### config.mk
export PLATFORM = sky130hd
export DESIGN_NAME = led_ring_chase_fader
export DESIGN_NICKNAME = d
export VERILOG_FILES = /design/src/lrcf_pkg.sv /design/src/led_ring_chase_fader.sv
export SDC_FILE = /design/constraint.sdc
export NUM_CORES = 2
export LEC_CHECK = 0
export ABC_CLOCK_PERIOD_IN_PS = 7470
export BUFFER_PORTS_ARGS = -buffer_cell sky130_fd_sc_hd__buf_2
export CAP_MARGIN = 20
export CORE_MARGIN = 4
export CORE_UTILIZATION = 64
export CTS_CLUSTER_DIAMETER = 50
export CTS_CLUSTER_SIZE = 14
export DETAILED_ROUTE_END_ITERATION = 8
export PLACE_DENSITY = 0.92
export SETUP_SLACK_MARGIN = 0.1
export SYNTH_ARGS = -nofsm -noshare
export SYNTH_HDL_FRONTEND = slang
export SYNTH_SLANG_ARGS = --single-unit
### constraint.sdc
create_clock -name clock -period 7.47 [get_ports clock]
set_input_delay 1.1205 -clock clock [delete_from_list [all_inputs] [get_ports clock]]
set_output_delay 1.1205 -clock clock [all_outputs]
set_load 0.03 [all_outputs]
### src/lrcf_pkg.sv
package lrcf_pkg;

   localparam int LED_COUNT = 12;

   localparam int IDX_W  = 4;
   localparam int NOW_W  = 32;
   localparam int LVL_W  = 8;
   localparam int MS_W   = 16;
   localparam int PROD_W = MS_W + LVL_W;

   localparam int REQ_DW = 32;
   localparam int RSP_DW = 16;

   localparam int CSR_AW = 2;
   localparam int CSR_DW = 16;

   localparam logic [LVL_W-1:0] FULL_LEVEL = 8'd255;

   localparam logic [LVL_W-1:0] RST_MIN_BRIGHT  = 8'd10;
   localparam logic [MS_W-1:0]  RST_STEP_PERIOD = 16'd300;
   localparam logic [MS_W-1:0]  RST_FADE_IN     = 16'd300;
   localparam logic [MS_W-1:0]  RST_FADE_OUT    = 16'd3300;

   typedef enum logic [CSR_AW-1:0] {
      CSR_MIN_BRIGHT  = 2'd0,
      CSR_STEP_PERIOD = 2'd1,
      CSR_FADE_IN     = 2'd2,
      CSR_FADE_OUT    = 2'd3
   } csr_index_type;

endpackage

### src/led_ring_chase_fader.sv
// channel | dir | data                                   | side bits
// req     | in  | tdata[31:0] now_ms                     | -
// rsp     | out | tdata[3:0] led_index, [11:4] brightness | tlast = last
// csr     | in  | csr_index selects register, csr_wdata  | csr_we
//
// each transaction on req yields LED_COUNT rsp transactions, led 0 first
// per led: one load step, one multiply, eight divider steps and one output
// step, or load plus output when the fade length is zero
// leds are worked one after another by the single shared multiply and
// restoring-divide unit
// req_tready is low until the last result has been taken; rsp stalls hold
// synchronous active-high reset restores the csr registers and the ring state
module led_ring_chase_fader (
   input  logic                         clock,
   input  logic                         reset,
   input  logic                         req_tvalid,
   output logic                         req_tready,
   input  logic [lrcf_pkg::REQ_DW-1:0]  req_tdata,  // [31:0] now_ms
   output logic                         rsp_tvalid,
   input  logic                         rsp_tready,
   output logic [lrcf_pkg::RSP_DW-1:0]  rsp_tdata,  // [3:0] led_index, [11:4] brightness
   output logic                         rsp_tlast,
   input  logic                         csr_we,
   input  logic [lrcf_pkg::CSR_AW-1:0]  csr_index,
   input  logic [lrcf_pkg::CSR_DW-1:0]  csr_wdata
);
   import lrcf_pkg::*;

   localparam logic [IDX_W-1:0] LAST_LED = IDX_W'(LED_COUNT - 1);
   localparam int STEP_W = $clog2(LVL_W);
   localparam logic [STEP_W-1:0] LAST_STEP = STEP_W'(LVL_W - 1);

   typedef enum logic [2:0] {S_IDLE, S_LOAD, S_MUL, S_DIV, S_OUT} state_type;

   state_type               state_ff, state_in;
   logic [LVL_W-1:0]        min_ff, min_in;
   logic [MS_W-1:0]         step_ff, step_in;
   logic [MS_W-1:0]         fin_len_ff, fin_len_in;
   logic [MS_W-1:0]         fout_len_ff, fout_len_in;

   logic [IDX_W-1:0]        lit_ff, lit_in;
   logic [NOW_W-1:0]        last_adv_ff, last_adv_in;
   logic [NOW_W-1:0]        start_ff [LED_COUNT];
   logic [NOW_W-1:0]        start_in [LED_COUNT];
   logic [LED_COUNT-1:0]    fading_ff, fading_in;

   logic [NOW_W-1:0]        now_ff, now_in;
   logic [IDX_W-1:0]        led_ff, led_in;
   logic                    up_ff, up_in;
   logic [MS_W-1:0]         len_ff, len_in;
   logic [MS_W-1:0]         e_ff, e_in;
   logic [LVL_W-1:0]        rng_ff, rng_in;
   logic [PROD_W-1:0]       rem_ff, rem_in;
   logic [PROD_W-2:0]       dsr_ff, dsr_in;
   logic [LVL_W-1:0]        q_ff, q_in;
   logic [STEP_W-1:0]       cnt_ff, cnt_in;
   logic [LVL_W-1:0]        bright_ff, bright_in;

   logic                    req_hs;
   logic                    advance;
   logic [IDX_W-1:0]        nxt_pos;
   logic [NOW_W-1:0]        since_adv;
   logic [NOW_W-1:0]        elapsed;
   logic                    cur_up;
   logic [MS_W-1:0]         cur_len;
   logic [PROD_W:0]         trial;
   logic [LVL_W-1:0]        q_next;

   assign req_tready = (state_ff == S_IDLE);
   assign rsp_tvalid = (state_ff == S_OUT);
   assign rsp_tdata  = {(RSP_DW - IDX_W - LVL_W)'(0), bright_ff, led_ff};
   assign rsp_tlast  = (led_ff == LAST_LED);

   assign req_hs    = req_tvalid && req_tready;
   assign since_adv = req_tdata - last_adv_ff;
   assign advance   = req_hs && (since_adv > {(NOW_W - MS_W)'(0), step_ff});
   assign nxt_pos   = (lit_ff == LAST_LED) ? '0 : lit_ff + 1'b1;

   assign cur_up  = fading_ff[led_ff];
   assign cur_len = cur_up ? fin_len_ff : fout_len_ff;
   assign elapsed = now_ff - start_ff[led_ff];

   // one restoring step: divisor is pre-shifted and slides right each cycle
   assign trial  = {1'b0, rem_ff} - {2'b0, dsr_ff};
   assign q_next = {q_ff[LVL_W-2:0], ~trial[PROD_W]};

   always_comb begin
      state_in    = state_ff;
      min_in      = min_ff;
      step_in     = step_ff;
      fin_len_in  = fin_len_ff;
      fout_len_in = fout_len_ff;
      lit_in      = lit_ff;
      last_adv_in = last_adv_ff;
      start_in    = start_ff;
      fading_in   = fading_ff;
      now_in      = now_ff;
      led_in      = led_ff;
      up_in       = up_ff;
      len_in      = len_ff;
      e_in        = e_ff;
      rng_in      = rng_ff;
      rem_in      = rem_ff;
      dsr_in      = dsr_ff;
      q_in        = q_ff;
      cnt_in      = cnt_ff;
      bright_in   = bright_ff;

      if (csr_we) begin
         case (csr_index_type'(csr_index))
            CSR_MIN_BRIGHT:  min_in      = csr_wdata[LVL_W-1:0];
            CSR_STEP_PERIOD: step_in     = csr_wdata[MS_W-1:0];
            CSR_FADE_IN:     fin_len_in  = csr_wdata[MS_W-1:0];
            CSR_FADE_OUT:    fout_len_in = csr_wdata[MS_W-1:0];
            default: ;
         endcase
      end

      if (advance) begin
         last_adv_in        = req_tdata;
         lit_in             = nxt_pos;
         start_in[lit_ff]   = req_tdata;
         start_in[nxt_pos]  = req_tdata;
         fading_in[lit_ff]  = 1'b0;
         fading_in[nxt_pos] = 1'b1;
      end

      case (state_ff)
         S_IDLE: begin
            if (req_hs) begin
               now_in   = req_tdata;
               led_in   = '0;
               state_in = S_LOAD;
            end
         end
         S_LOAD: begin
            up_in  = cur_up;
            len_in = cur_len;
            rng_in = FULL_LEVEL - min_ff;
            e_in   = (elapsed > {(NOW_W - MS_W)'(0), cur_len}) ? cur_len
                                                               : elapsed[MS_W-1:0];
            if (cur_len == '0) begin
               // zero length fade counts as finished
               bright_in = cur_up ? FULL_LEVEL : min_ff;
               state_in  = S_OUT;
            end else begin
               state_in = S_MUL;
            end
         end
         S_MUL: begin
            rem_in   = PROD_W'(e_ff) * PROD_W'(rng_ff);
            dsr_in   = {len_ff, (LVL_W - 1)'(0)};
            q_in     = '0;
            cnt_in   = '0;
            state_in = S_DIV;
         end
         S_DIV: begin
            if (!trial[PROD_W]) begin
               rem_in = trial[PROD_W-1:0];
            end
            dsr_in = dsr_ff >> 1;
            q_in   = q_next;
            cnt_in = cnt_ff + 1'b1;
            if (cnt_ff == LAST_STEP) begin
               bright_in = up_ff ? min_ff + q_next : FULL_LEVEL - q_next;
               state_in  = S_OUT;
            end
         end
         S_OUT: begin
            if (rsp_tready) begin
               if (led_ff == LAST_LED) begin
                  state_in = S_IDLE;
               end else begin
                  led_in   = led_ff + 1'b1;
                  state_in = S_LOAD;
               end
            end
         end
         default: state_in = S_IDLE;
      endcase
   end

   always_ff @(posedge clock) begin
      if (reset) begin
         state_ff    <= S_IDLE;
         min_ff      <= RST_MIN_BRIGHT;
         step_ff     <= RST_STEP_PERIOD;
         fin_len_ff  <= RST_FADE_IN;
         fout_len_ff <= RST_FADE_OUT;
         lit_ff      <= '0;
         last_adv_ff <= '0;
         for (int i = 0; i < LED_COUNT; i++) begin
            start_ff[i] <= '0;
         end
         fading_ff   <= LED_COUNT'(1);
         led_ff      <= '0;
      end else begin
         state_ff    <= state_in;
         min_ff      <= min_in;
         step_ff     <= step_in;
         fin_len_ff  <= fin_len_in;
         fout_len_ff <= fout_len_in;
         lit_ff      <= lit_in;
         last_adv_ff <= last_adv_in;
         start_ff    <= start_in;
         fading_ff   <= fading_in;
         led_ff      <= led_in;
      end
      now_ff    <= now_in;
      up_ff     <= up_in;
      len_ff    <= len_in;
      e_ff      <= e_in;
      rng_ff    <= rng_in;
      rem_ff    <= rem_in;
      dsr_ff    <= dsr_in;
      q_ff      <= q_in;
      cnt_ff    <= cnt_in;
      bright_ff <= bright_in;
   end

endmodule

# Word level (Yosys, flattened, before mapping)
# Index checks and enable logic that the tools add are counted.
dict set report totals {
  ff_bits 633
  inputBits 55
  word_cells 135
}
dict set report op_classes {
  eq_ne 16
  bitwise 7
  n_addsub 9
  mux 38
  magnitude_cmp 12
  n_mul 1
  n_reduce_logical 21
}
# op n
set op_table {}
lappend op_table {{bitwise mux 384 bit} 2}
lappend op_table {{demux 32 bit (select 4 bit)} 2}
lappend op_table {{binary-select mux 32 bit (select 4 bit)} 1}
lappend op_table {{two-way mux 32 bit} 4}
lappend op_table {{greater-than comparator 32 x 16 -> 1 bit} 2}
lappend op_table {{subtractor 32 bit} 2}
lappend op_table {{one-hot mux 24 bit (2 select lines)} 1}
lappend op_table {{one-hot mux 23 bit (2 select lines)} 1}
lappend op_table {{two-way mux 16 bit} 2}
lappend op_table {{two-way mux 8 bit} 4}
lappend op_table {{subtractor 24 x 23 -> 25 bit} 1}
lappend op_table {{multiplier 16 x 8 -> 24 bit} 1}
lappend op_table {{two-way mux 24 bit} 1}
lappend op_table {{logical NOT 16 bit} 1}
lappend op_table {{two-way mux 4 bit} 4}
lappend op_table {{one-hot mux 8 bit (2 select lines)} 1}
lappend op_table {{subtractor 8 bit, first input constant} 2}
lappend op_table {{>= comparator 5 bit, second input constant} 3}
lappend op_table {{< comparator 4 x 5 -> 1 bit, second input constant} 3}
lappend op_table {{NOT 4 -> 5 bit} 3}
lappend op_table {{one-hot mux 3 bit (5 select lines)} 1}
lappend op_table {{one-hot mux 7 bit (2 select lines)} 1}
lappend op_table {{AND 12 bit} 1}
lappend op_table {{two-way mux 3 bit} 4}
lappend op_table {{other kinds (28)} 56}

# Longest topological paths before layout
dict set report depth {
  word_depth 8
  mapped_depth 28
  depth_no_buf 24
}

# Worst setup path before layout
# Ideal clock, no wire load.
dict set report synth_path {
  kind {reg-to-reg}
  from {register led_ff[0]}
  to {register e_ff[10] (data pin)}
  period_less_slack_ns 7.023
  path_stages_with_launch 26
  setup_slack_ns 0.447
  t_arrival_ns 6.763
  required_time_ns 7.210
  path_cell_list {dfxtp_1 -> buf_2 -> buf_1 -> buf_1 -> mux4_2 -> a21oi_1 -> ha_1 -> o21a_1 -> o31a_1 -> o41a_4 -> a21boi_0 -> xnor2_1 -> ha_1 -> a211oi_1 -> o21bai_1 -> a211oi_1 -> o21bai_1 -> a211o_1 -> a21oi_1 -> o211ai_1 -> a2111oi_2 -> nand4_1 -> or4_1 -> buf_6 -> buf_12 -> mux2_4}
}
dict set report synth_between {
  elab_chain_cells 7
}
# item line
set synth_lines {}
lappend synth_lines {{from (decl)} led_ring_chase_fader.sv:48} ;# logic [IDX_W-1:0] led_ff, led_in;
lappend synth_lines {{from (signal assigned)} led_ring_chase_fader.sv:207} ;# led_ff <= led_in;
lappend synth_lines {{NOT 4 -> 5 bit (implied by the code)} led_ring_chase_fader.sv:81} ;# assign elapsed = now_ff - start_ff[led_ff];
lappend synth_lines {{binary-select mux 32 bit (select 4 bit)} led_ring_chase_fader.sv:81}
lappend synth_lines {{two-way mux 32 bit (implied by the code) (2 in series)} led_ring_chase_fader.sv:81}
lappend synth_lines {{subtractor 32 bit} led_ring_chase_fader.sv:81}
lappend synth_lines {{greater-than comparator 32 x 16 -> 1 bit} led_ring_chase_fader.sv:140} ;# e_in = (elapsed > {(NOW_W - MS_W)'(0), cur_len}) ? cur_len
lappend synth_lines {{two-way mux 16 bit (*)} led_ring_chase_fader.sv:140}
lappend synth_lines {{to (signal assigned)} led_ring_chase_fader.sv:212} ;# e_ff <= e_in;
lappend synth_lines {{to (decl)} led_ring_chase_fader.sv:51} ;# logic [MS_W-1:0] e_ff, e_in;
# Every way passes the cells marked *; elsewhere a longest branch is shown, timed or not. The select of a mux whose other input is x is not followed.
# A chain may end at the register's enable or synchronous reset.

# Worst setup path in the final report
dict set report layout_path {
  from {register led_ff[0]}
  to {register e_ff[2] (data pin)}
}
# Same word-level chain as after synthesis.

==> run summary <==
worst reg2reg startpoint -> led_ff[0]$_SDFFE_PP0P_
vias in the first global route -> 28,900
post-route ant nets -> 0
worst hold path class -> reg2reg
FF-to-FF End -> e_ff[2]$_DFFE_PP_
Iter 0 DRT Violations -> 2,926
Startpoint Class -> register
Worst Hold Slack -> 454 ps
Num CTS Buffers -> 58
post-synth cell types -> 97
Root Buffer Master -> clkbuf_16
max_cap viols -> 0
I/O pin count -> 74
Non-Filler Instances -> 4,463
Syn. warnings -> 0
P_leak -> 16.9 nW
H-tree levels -> 2
cell internal pwr -> 7.27 mW
hold-fix buffer count after cts -> 0
FMAX -> 0.141 GHz
Pins Over Slew Limit -> 0
drt wl/cell -> 21.7 um
Syn Area/Cell -> 9.78 sq um
Rows -> 87
# nets final -> 3,991
Layout Skew -> 28.5 ps
RSZ-0062 raised after global routing -> false
CP max FO -> 16
synthesized area -> 36,500 sq um
die height -> 247 um
Post-synth ARST share -> 0%
hpwl dp -> 62.5 mm
R2R depth -> 24
total track usage -> 31.0%
min-delay src -> last_adv_ff[20]$_SDFFE_PP0P_
Comb power frac -> 39.2%
final hold vios -> 0
Reg2Reg Setup Slack -> 370 ps
Resized cells post-CTS -> 0
pwr dens -> 291 nW/um^2
worst-case clock buffer depth -> 3
Arr. time, crit path -> 7470 ps
initial antenna violation count -> 6
GRT Residual Overflow -> 0
Tightest Pin Transition -> 1180 ps
first-pass GRT wire length -> 152 mm
Clock power frac -> 25.6%
number of remaining DRC errors -> 0
WL final -> 96.8 mm
worst setup path class -> reg2reg
VDD IR-drop max -> 0.232 mV
CTS tree -> done
vias per cell -> 6.40
CP Capture Type -> register
largest net degree at the start of global routing -> 238
max_slew headroom -> 21.4%
CP Data Required Time -> 7840 ps
Hold Path End -> last_adv_ff[20]$_SDFFE_PP0P_
EDFF count, synth -> 138
final critical-path required period -> 7100 ps
fraction of layout cells with a size suffix above 1 -> 9.94%
final worst path period share -> 95.0%
cell count after synthesis -> 3,737
Placer Congestion -> 0.970
Post-CTS Setup Inserts -> 0
Synth Register Bits -> 633
Switching Fraction -> 35.8%
Skew-Pair Late Insertion Delay -> 650 ps
Die X -> 247 um
DR vias -> 28,600
IO Port Bufs -> 69
Flop pwr share -> 35.2%
Reg clk slew, reported paths -> 60 ps
DRT Pass-1 Iters -> 8
core box area -> 56,500 sq um
Starting Density -> 64.7%
die area -> 61,000 sq um
Placed Cells -> 4,363
final setup vio count -> 0
Layout Area Growth over Synthesis -> 6.47%
CTS sink cnt -> 633
Top FF cell, synth -> dfxtp_1
setup tns final -> 0 ps
final core occ -> 68.9%
P_sw -> 4.06 mW
Hold Crit Depth -> 2
share of the yosys chip area belonging to registers -> 38.5%
status -> finished, final reports clean
==> power groups by stage <==
stage | logic [mW] | registers (mW) | clock network (mW)
global placement | 4.12 | 4.04 | 0
floorplan | 3.40 | 4.00 | 0
CTS | 4.37 | 3.98 | 2.92
global route | 4.92 | 4.00 | 3.04
detailed placement | 4.28 | 4.05 | 0
finish | 4.44 | 3.99 | 2.90
==> area by class of cell <==
cell class	instances	area (sq um)
sequential	633	14100
multi-input combinational	2624	20400
tap	756	946
fill	3789	17600
timing repair buffer	114	808
clock inverter	18	233
antenna	5	12.5
inverter	240	901
clock buffer	73	1560
==> through the flow <==
stage / setup WS, ps / cell area, sq um / power [mW]
floorplan: 447 / 36600 / 7.40
global route: 126 / 38900 / 12.0
detailed placement: 620 / 37000 / 8.33
global placement: 746 / 37000 / 8.16
finish: 370 / 38900 / 11.3
CTS: 348 / 38800 / 11.3
==> cell usage after synthesis (all sizes together), types with 18 or more instances <==
cell type,instances,share of area [%]
nor2b,19,0.35
xnor2,52,1.3
ha,177,6.1
inv,239,2.5
mux2,19,0.68
nor2,535,5.5
dfxtp,495,27
a21oi,247,3.4
nand4,29,0.54
a21o,48,0.99
fa,88,4.8
clkbuf,160,1.7
o21ai,93,1.3
buf,83,1.7
xor2,35,0.84
nand3b,18,0.37
mux2i,442,12
edfxtp,138,11
nand2,308,3.2
nand3,34,0.60
nor3,31,0.42
and3,18,0.31
nand2b,23,0.39
o21a,24,0.49
mux4,98,6.0
and2,96,1.6
==> worst max path at each step <==
stage / from / to / slack, ps
after floorplan: led_ff[0]$_SDFFE_PP0P_ / e_ff[10]$_DFFE_PP_ / 450
after global placement: led_ff[0]$_SDFFE_PP0P_ / e_ff[10]$_DFFE_PP_ / 750
after detailed placement: led_ff[0]$_SDFFE_PP0P_ / e_ff[8]$_DFFE_PP_ / 620
after CTS: led_ff[0]$_SDFFE_PP0P_ / e_ff[2]$_DFFE_PP_ / 350
after global routing: led_ff[0]$_SDFFE_PP0P_ / e_ff[2]$_DFFE_PP_ / 130
final: led_ff[0]$_SDFFE_PP0P_ / e_ff[2]$_DFFE_PP_ / 370
==> worst max-delay path, cell delays in order, from the launching register on <==
cell and delay (ps):
dfxtp_4 580, mux4_2 550, mux2i_1 200, o21ai_0 250, ha_1 340, fa_1 410, nand2b_1 180, a21oi_1 200
o22a_2 230, a21o_1 120, a21oi_1 70, xnor2_1 300, ha_1 320, o21ai_0 270, o21bai_1 110, a211oi_1 320
o21bai_1 120, a211o_1 300, a21oi_1 260, o211ai_1 160, a2111oi_2 370, nand4_1 120, or4_1 420, buf_4 250
mux2_2 340
==> flip-flops by register name, summed over array words and instances (netlist names) <==
register / flops
bright_ff: 8
cnt_ff: 3
dsr_ff: 23
e_ff: 16
fading_ff: 12
fin_len_ff: 16
fout_len_ff: 16
last_adv_ff: 32
led_ff: 4
len_ff: 16
lit_ff: 4
min_ff: 8
now_ff: 32
q_ff: 7
rem_ff: 24
rng_ff: 8
start_ff: 384
state_ff: 3
step_ff: 16
up_ff: 1
==> layout by cell type, fill, tap and decap left out, types with 9 or more instances in the layout <==
cell,instances
ha_1,177
o21bai_1,17
nand3_1,29
inv_1,239
a21oi_1,244
nand3b_1,18
clkbuf_16,59
buf_2,68
a31oi_1,12
nand4_1,28
mux2_2,10
and3_1,13
nand2b_1,23
a21o_1,47
nor2b_1,16
mux2i_1,442
and2_1,94
o31ai_1,9
xnor2_1,51
mux2_4,9
nor3_1,31
dfxtp_1,491
a211oi_1,12
xor2_1,35
mux4_2,98
nand2_1,303
edfxtp_1,138
a211o_1,10
clkbuf_1,10
buf_4,36
o211ai_1,10
o21ai_0,86
o21a_1,24
nor2_1,535
fa_1,88
==> per-layer routing <==
metal / wire [um] / GRT usage, %
met1: 35400 / 36.6
met2: 47000 / 52.7
met3: 8690 / 6.61
met4: 5620 / 17.0
met5: 0 / 0
==> logic make-up (layout without fill, tap and decap cells) <==
logic type,count (synthesis),in the layout,share of synthesized area [%]
buffers and inverters,483,445,5.90
other,1,9,0.0103
DFF,633,633,38.5
AOI/OAI and AO/OA,554,554,9.56
adders and majority gates,265,265,10.9
and+or+nand+nor,1155,1155,14.3
xor gates and xnor gates,87,87,2.11
muxes,559,559,18.8
Power figures use the tool's default switching activity.
